`src/rtl/htsm_pkg.sv`:
```
// Shared types, constants and the saturation curve table for the high-pass tanh saturator.
package htsm_pkg;

   // Fixed field widths of the sample path.
   localparam int SAMPLE_BITS      = 24;
   localparam int FRAC_BITS        = SAMPLE_BITS - 1;
   localparam int CHANNELS_DEFAULT = 2;

   // Curve table geometry.
   localparam int TANH_ENTRIES = 256;
   localparam int TANH_LOG2    = 8;
   localparam int SHAPER_BITS  = SAMPLE_BITS;
   localparam int TIDX_W       = TANH_LOG2 + 1;

   // Register widths and fractional position of the filter coefficients.
   localparam int B0_W      = 31;
   localparam int A1_W      = 32;
   localparam int A2_W      = 30;
   localparam int GAIN_W    = 16;
   localparam int MIX_W     = 17;
   localparam int COEF_FRAC = 30;
   localparam int Y_W       = 32;
   localparam int CSR_DATA_W = 32;

   // Configuration register indexes.
   localparam int CSR_ADDR_BITS = 3;
   localparam logic [CSR_ADDR_BITS-1:0] CSR_HP_B0      = 3'd0;
   localparam logic [CSR_ADDR_BITS-1:0] CSR_HP_A1      = 3'd1;
   localparam logic [CSR_ADDR_BITS-1:0] CSR_HP_A2      = 3'd2;
   localparam logic [CSR_ADDR_BITS-1:0] CSR_DRIVE_GAIN = 3'd3;
   localparam logic [CSR_ADDR_BITS-1:0] CSR_WET_MIX    = 3'd4;

   // Register reset values.
   localparam logic [B0_W-1:0]          HP_B0_RESET      = 31'd1061881272;
   localparam logic signed [A1_W-1:0]   HP_A1_RESET      = -32'sd2123631548;
   localparam logic [A2_W-1:0]          HP_A2_RESET      = 30'd1050151717;
   localparam logic [GAIN_W-1:0]        DRIVE_GAIN_RESET = 16'd19661;
   localparam logic [MIX_W-1:0]         WET_MIX_RESET    = 17'd39322;
   localparam logic [MIX_W-1:0]         MIX_ONE          = 17'd65536;

   // Full-scale output codes.
   localparam logic [SAMPLE_BITS-1:0] SAMPLE_POS_FULL = {1'b0, {(SAMPLE_BITS-1){1'b1}}};
   localparam logic [SAMPLE_BITS-1:0] SAMPLE_NEG_FULL = {1'b1, {(SAMPLE_BITS-1){1'b0}}};

   // Shared multiplier operand selection.
   typedef logic [2:0] mul_sel_type;
   localparam mul_sel_type MUL_IDLE   = 3'd0;
   localparam mul_sel_type MUL_B0_D   = 3'd1;
   localparam mul_sel_type MUL_A1_Y1  = 3'd2;
   localparam mul_sel_type MUL_A2_Y2  = 3'd3;
   localparam mul_sel_type MUL_Y_GAIN = 3'd4;
   localparam mul_sel_type MUL_DIFF_F = 3'd5;
   localparam mul_sel_type MUL_X_DRY  = 3'd6;
   localparam mul_sel_type MUL_WET_M  = 3'd7;

   // Accumulator operations.
   typedef logic [1:0] acc_op_type;
   localparam acc_op_type ACC_HOLD = 2'd0;
   localparam acc_op_type ACC_LOAD = 2'd1;
   localparam acc_op_type ACC_ADD  = 2'd2;
   localparam acc_op_type ACC_SUB  = 2'd3;

   // Commands from the sequencer to the datapath.
   typedef struct packed {
      logic        capture;
      mul_sel_type mul_sel;
      acc_op_type  acc_op;
      logic        filt_en;
      logic        idx_en;
      logic        wet_en;
      logic        out_load;
   } htsm_cmd_type;

   typedef logic [SHAPER_BITS-1:0] shaper_table_type [TANH_ENTRIES+1];

   localparam logic [63:0] Q30 = 64'd1 << 30;

   // Elaboration-time long division used only to build the curve table.
   function automatic logic [63:0] udiv64(input logic [63:0] num, input logic [63:0] den);
      logic [63:0] quo;
      logic [64:0] rem;
      quo = '0;
      rem = '0;
      for (int b = 63; b >= 0; b--) begin
         rem = {rem[63:0], num[b]};
         if (rem >= {1'b0, den}) begin
            rem    = rem - {1'b0, den};
            quo[b] = 1'b1;
         end
      end
      return quo;
   endfunction

   // tanh(32*w) in Q30 with w in Q30: series for exp, six squarings, then the ratio.
   function automatic logic [63:0] tanh_q30(input logic [63:0] w);
      logic [63:0] t;
      logic [63:0] e;
      t = Q30;
      for (int k = 7; k >= 1; k--) begin
         t = Q30 - udiv64(w * t, 64'(k) << 30);
      end
      e = t;
      for (int n = 0; n < 6; n++) begin
         e = (e * e + (64'd1 << 29)) >> 30;
      end
      return udiv64((Q30 - e) << 30, Q30 + e);
   endfunction

   // Curve table: tanh(5.6*i/TANH_ENTRIES)/tanh(0.7) in Q.FRAC_BITS.
   function automatic shaper_table_type build_shaper();
      shaper_table_type tab;
      logic [63:0]      norm;
      logic [63:0]      w;
      logic [63:0]      th;
      norm = tanh_q30(udiv64(64'd7 << 24, 64'd5));
      for (int i = 0; i <= TANH_ENTRIES; i++) begin
         w      = udiv64((64'd7 << 27) * 64'(i), 64'(5 * TANH_ENTRIES));
         th     = tanh_q30(w);
         tab[i] = SHAPER_BITS'(udiv64((th << FRAC_BITS) + (norm >> 1), norm));
      end
      return tab;
   endfunction

   localparam shaper_table_type SHAPER_TABLE = build_shaper();

endpackage

```
`src/rtl/htsm_ctrl.sv`:
```
// Sequencer state machine that steps one sample through the shared datapath.
module htsm_ctrl import htsm_pkg::*; (
   input  logic         clock,
   input  logic         reset,
   input  logic         req_valid,
   output logic         req_ready,
   output logic         rsp_valid,
   input  logic         rsp_ready,
   output htsm_cmd_type cmd
);

   localparam logic [3:0] S_IDLE      = 4'd0;
   localparam logic [3:0] S_MUL_B0    = 4'd1;
   localparam logic [3:0] S_MUL_A1    = 4'd2;
   localparam logic [3:0] S_MUL_A2    = 4'd3;
   localparam logic [3:0] S_ACC_A2    = 4'd4;
   localparam logic [3:0] S_FILT      = 4'd5;
   localparam logic [3:0] S_DRIVE     = 4'd6;
   localparam logic [3:0] S_SHAPE_IDX = 4'd7;
   localparam logic [3:0] S_SHAPE_MUL = 4'd8;
   localparam logic [3:0] S_SHAPE_SUM = 4'd9;
   localparam logic [3:0] S_MIX_DRY   = 4'd10;
   localparam logic [3:0] S_MIX_WET   = 4'd11;
   localparam logic [3:0] S_MIX_ACC   = 4'd12;
   localparam logic [3:0] S_OUT       = 4'd13;

   logic [3:0] state_ff, state_in;
   logic       rsp_valid_ff, rsp_valid_in;

   // Next state and per-state datapath commands.
   always_comb begin
      state_in      = state_ff;
      req_ready     = 1'b0;
      cmd           = '0;
      cmd.mul_sel   = MUL_IDLE;
      cmd.acc_op    = ACC_HOLD;
      case (state_ff)
         S_IDLE: begin
            // No transfer is taken while reset is held.
            req_ready = !reset;
            if (req_valid && !reset) begin
               cmd.capture = 1'b1;
               state_in    = S_MUL_B0;
            end
         end
         S_MUL_B0: begin
            cmd.mul_sel = MUL_B0_D;
            state_in    = S_MUL_A1;
         end
         S_MUL_A1: begin
            cmd.acc_op  = ACC_LOAD;
            cmd.mul_sel = MUL_A1_Y1;
            state_in    = S_MUL_A2;
         end
         S_MUL_A2: begin
            cmd.acc_op  = ACC_SUB;
            cmd.mul_sel = MUL_A2_Y2;
            state_in    = S_ACC_A2;
         end
         S_ACC_A2: begin
            cmd.acc_op = ACC_SUB;
            state_in   = S_FILT;
         end
         S_FILT: begin
            cmd.filt_en = 1'b1;
            state_in    = S_DRIVE;
         end
         S_DRIVE: begin
            cmd.mul_sel = MUL_Y_GAIN;
            state_in    = S_SHAPE_IDX;
         end
         S_SHAPE_IDX: begin
            cmd.idx_en = 1'b1;
            state_in   = S_SHAPE_MUL;
         end
         S_SHAPE_MUL: begin
            cmd.mul_sel = MUL_DIFF_F;
            state_in    = S_SHAPE_SUM;
         end
         S_SHAPE_SUM: begin
            cmd.wet_en = 1'b1;
            state_in   = S_MIX_DRY;
         end
         S_MIX_DRY: begin
            cmd.mul_sel = MUL_X_DRY;
            state_in    = S_MIX_WET;
         end
         S_MIX_WET: begin
            cmd.acc_op  = ACC_LOAD;
            cmd.mul_sel = MUL_WET_M;
            state_in    = S_MIX_ACC;
         end
         S_MIX_ACC: begin
            cmd.acc_op = ACC_ADD;
            state_in   = S_OUT;
         end
         S_OUT: begin
            // Wait here until the output register is free or being emptied.
            if (!rsp_valid_ff || rsp_ready) begin
               cmd.out_load = 1'b1;
               state_in     = S_IDLE;
            end
         end
         default: begin
            state_in = S_IDLE;
         end
      endcase
   end

   // Output valid holds until the result transfer completes.
   assign rsp_valid_in = cmd.out_load | (rsp_valid_ff & ~rsp_ready);
   assign rsp_valid    = rsp_valid_ff;

   always_ff @(posedge clock) begin
      if (reset) begin
         state_ff     <= S_IDLE;
         rsp_valid_ff <= 1'b0;
      end else begin
         state_ff     <= state_in;
         rsp_valid_ff <= rsp_valid_in;
      end
   end

endmodule

```
`config.mk`:
```
export PLATFORM = sky130hd
export DESIGN_NAME = htsm_ctrl
export DESIGN_NICKNAME = d
export VERILOG_FILES = /design/src/rtl/htsm_pkg.sv /design/src/rtl/htsm_ctrl.sv
export SDC_FILE = /design/constraint.sdc
export NUM_CORES = 1
export LEC_CHECK = 0
export ABC_AREA = 0
export BUFFER_PORTS_ARGS = -buffer_cell sky130_fd_sc_hd__buf_2
export CORE_AREA = 2 2 39 41
export CTS_CLUSTER_SIZE = 10
export DETAILED_ROUTE_END_ITERATION = 10
export DIE_AREA = 0 0 41 43
export GPL_ROUTABILITY_DRIVEN = 0
export PLACE_DENSITY = 0.6
export SYNTH_ARGS = -nofsm -noshare
export SYNTH_HDL_FRONTEND = slang
export SYNTH_SLANG_ARGS = --single-unit
```
`constraint.sdc`:
```
create_clock -name clock -period 3.15 [get_ports clock]
set_clock_uncertainty 0.15 [all_clocks]
set_input_delay 0.63 -clock clock [delete_from_list [all_inputs] [get_ports clock]]
set_output_delay 0.63 -clock clock [all_outputs]
set_load 0.02 [all_outputs]
```
### Yosys cells after proc, flatten, opt, wreduce, memory -nomap -nowiden

Index checks and enable logic that the tools add are counted.

| storage, ports and cells | value |
|---|---|
| logic and storage cells | 41 |
| bits in registers | 5 |

| cells by class | value |
|---|---|
| muxes and demuxes | 13 |
| equality and inequality tests | 15 |
| bitwise operators | 3 |
| reductions and logical operators | 8 |

Operator list:

| cell | number |
|---|---|
| $pmux 4 s14 | 1 |
| $eq 4x4->1 const B | 6 |
| $pmux 3 s7 | 1 |
| $eq 4x3->1 const B | 4 |
| $eq 4x2->1 const B | 2 |
| $mux 1 | 8 |
| $mux 4 | 2 |
| $pmux 2 s3 | 1 |
| $eq 4x1->1 const B | 1 |
| $logic_not 4->1 | 1 |
| $ne 2x2->1 const B | 2 |
| $reduce_or 2->1 | 2 |
| $logic_not 1->1 | 2 |
| $reduce_and 2->1 | 1 |
| $and 1x1->1 | 1 |
| $logic_and 1x1->1 | 1 |
| $logic_or 1x1->1 | 1 |
| $not 1->1 | 1 |
| $or 1x1->1 | 1 |

### Depth between registers and ports, before layout

| depth | value |
|---|---|
| depth after elaboration | 5 |
| depth in mapped cells | 4 |
| mapped depth without buffers | 3 |

### Least setup slack after synthesis

OpenSTA, ideal clock, no wires.

| timing path | value |
|---|---|
| path type | input to output |
| start | in reset |
| end | out cmd[9] (netlist name) |
| path slack | 0.604 ns |
| arrival time | 1.766 ns |
| stages on the path | 2 |
| cell sequence | nor4b_1 and2_1 |

RTL lines:

| what | RTL line | RTL |
|---|---|---|
| start, declared | htsm_ctrl.sv:4 | `input logic reset,` |
| end, declared | htsm_ctrl.sv:9 | `output htsm_cmd_type cmd` |

==> out/qor.yml <==
outcome: "completed"
synth_common_cells: "nand2_1 (7), a21oi_1 (6), dfxtp_1 (5)"
port_buffers: 15
grt_pass1_wl_um: 1428
synth_ff_type: "dfxtp_1"
yosys_warnings: 0
sw_frac_of_total_pct: 32.70
die_w_um: 41
avgViaCountPerCell: 4.940
ys_top_cells_by_area: "dfxtp_1 (26%), a21oi_1 (7.9%), nand2_1 (6.9%)"
hold_path_depth: 2
row_count: 14
ys_types: 28
holdCritPathClass: "flop to flop"
critPathRequiredTime_ps: 2370
hold_buffers: 0
postCtsSetupBuffers: 0
slew_viol_final: 0
crit_type: "flop to output port"
antenna_found_initial: 0
cts.sinks: 5
wire_per_inst_um: 10.60
cts_htree_levels: 1
post_cts_resized: 0
syn_avg_cell_area_um2: 7.291
worstMarginPinSlew_ps: 488.0
r2r_start: "state_ff[2]"
fmax_mhz: 421.0
antennaDiodeCount: 0
num-fill-cells: 156
timing.max_cap.violations: 0
ant_nets: 0
crit_chain: "nor2b_1 > a21oi_1 > o21ai_0 > buf_2"
seq_area_frac_synth_pct: 26.40
drt-total-wl_um: 880
drc: 0
crit_path_end_kind: "output port"
rsz0062_at_grt: "false"
r2r-end: "state_ff[0]"
p_seq_share_pct: 39.9
switchingPower_w: 0.00006545
grt_pass1_vias: 332
root_buffer: "clkbuf_4"
worst-path-buf-inv: 1
netlist_area_um2: 379.1
area_growth_pct: 25.41
slowest_delay_ps: 620
reg2regPathDepth: 3
cellPowerDensity_nw_per_um2: 421.0
power_frac_comb_pct: 21.9
synth-seq-cells: 5
cp_data_arrival_time_ps: 1600
die_area_um2: 1763
synth_edf_count: 0
relSlewSlack_pct: 67.42
syn_inst: 52
grt_max_degree: 17
r2r_slack_ps: 1550
path_max_fanout: 16
fin_crit_sh_pct: 75.41
yosysMostFrequentCell: "nand2_1"
synth_nets: 56
leakage_nw: 0.2099
synth_top_area_share_pct: 26.40
hold_start: "rsp_valid"
synth_top_area_cell: "dfxtp_1"
ir_worst_vdd_uv: 172.4
min_period_ps: 2375
tns_ps: 0
overflow: 0
startpoint_type: "flop"
cts_buffers: 3
drt_iter0_markers: 8
grt_usage_pct: 12.16
power.total_w: 0.0002002
final_nets: 72
die_h_um: 43
clock_path_buffers: 2
path_clk_slew_ps: 50
hold_violations: 0
internal-power_w: 0.0001347
cts_tree: "yes"
initial_core_util_pct: 27.40
crit_slowest_cell: "dfxtp_1"
setup_viol: 0
vias: 410
clock_latency_ps: 240
drive_above_1_share_pct: 28.36
hpwl_um: 598.5
cp_top_family: "flip-flops"
io_pins: 16
coreArea_um2: 1384
dr.pass1.iters: 2
p_clk_share_pct: 38.2
min_to: "state_ff[0]"
async_reset_ff_share_pct: 0
cell families (layout without fill, tap and decap cells):
| kind of cell | after synthesis | in the layout | share of synthesized area [%] |
|---|---|---|---|
| simple gates | 25 | 25 | 37.63 |
| compound gates | 15 | 15 | 25.08 |
| buf+inv | 6 | 21 | 8.581 |
| flops | 5 | 5 | 26.40 |
| xor+xnor | 1 | 1 | 2.311 |
routing by layer:
layer  global-route usage (%)  vias to the layer above  routed length, um
met5                        0                        -                  0
li1                         -                      217                  -
met1                    16.13                      177                453
met2                    15.00                       14                346
met3                    4.188                        2                 71
met4                    10.00                        0                  8
cell type report:
cell class                 instances  area (um2)  share of cell area, %
clock buffer                       4       26.28                  5.526
inverter                           2       7.507                  1.579
multi-input combinational         41       246.5                  51.84
sequential                         5       100.1                  21.05
tap                               16       20.02                  4.211
timing repair buffer              15       75.07                  15.79
worst register-to-register path: cells and delay by family (launching register included):
kind | cells | cell delay [ps]
flops | 1 | 620
compound gates | 1 | 140
simple gates | 2 | 610
stage by stage:
step / setup slack (ps) / cells / hold slack, ps / util [%] / cell area (um2)
5_1_grt: 630.7 / 83 / 444.3 / 34.36 / 475.5
3_5_place_dp: 954.1 / 79 / 409.9 / 32.46 / 449.2
4_1_cts: 756.0 / 83 / 433.9 / 34.36 / 475.5
2_1_floorplan: 604.3 / 52 / 375.1 / - / 379.1
3_3_place_gp: 997.1 / 79 / 403.6 / 32.46 / 449.2
6_report: 774.7 / 83 / 425.9 / 34.36 / 475.5
power by group through the flow:
| stage | clock (W) | combinational, W | sequential, W |
|---|---|---|---|
| 6_report | 0.0000765 | 0.0000438 | 0.0000799 |
| 5_1_grt | 0.0000846 | 0.0000481 | 0.0000818 |
| 4_1_cts | 0.0000804 | 0.0000443 | 0.0000797 |
| 3_5_place_dp | 0 | 0.0000440 | 0.0000808 |
| 3_3_place_gp | 0 | 0.0000433 | 0.0000806 |
| 2_1_floorplan | 0 | 0.0000407 | 0.0000716 |
state kept, by name (all words and copies together) (netlist names):
register and count:
state_ff 4, rsp_valid 1
how the worst max path moves through the flow:
stage	endpoint	startpoint	depth (start not counted)
after global placement	cmd[9]	reset	4
after detailed placement	cmd[9]	reset	4
after global routing	cmd[9]	state_ff[1]	4
final	cmd[8]	state_ff[2]	4
after floorplan	cmd[9]	reset	2
after CTS	cmd[8]	state_ff[2]	4
cell usage in the layout, fill, tap and decap left out, types with 2 or more instances in the layout:
cell / n
buf_2: 15
nand2_1: 7
a21oi_1: 6
dfxtp_1: 5
nor2b_1: 3
nand2b_1: 3
nor2_1: 3
clkbuf_4: 3
inv_1: 2
(Power assumes the default switching activity.)
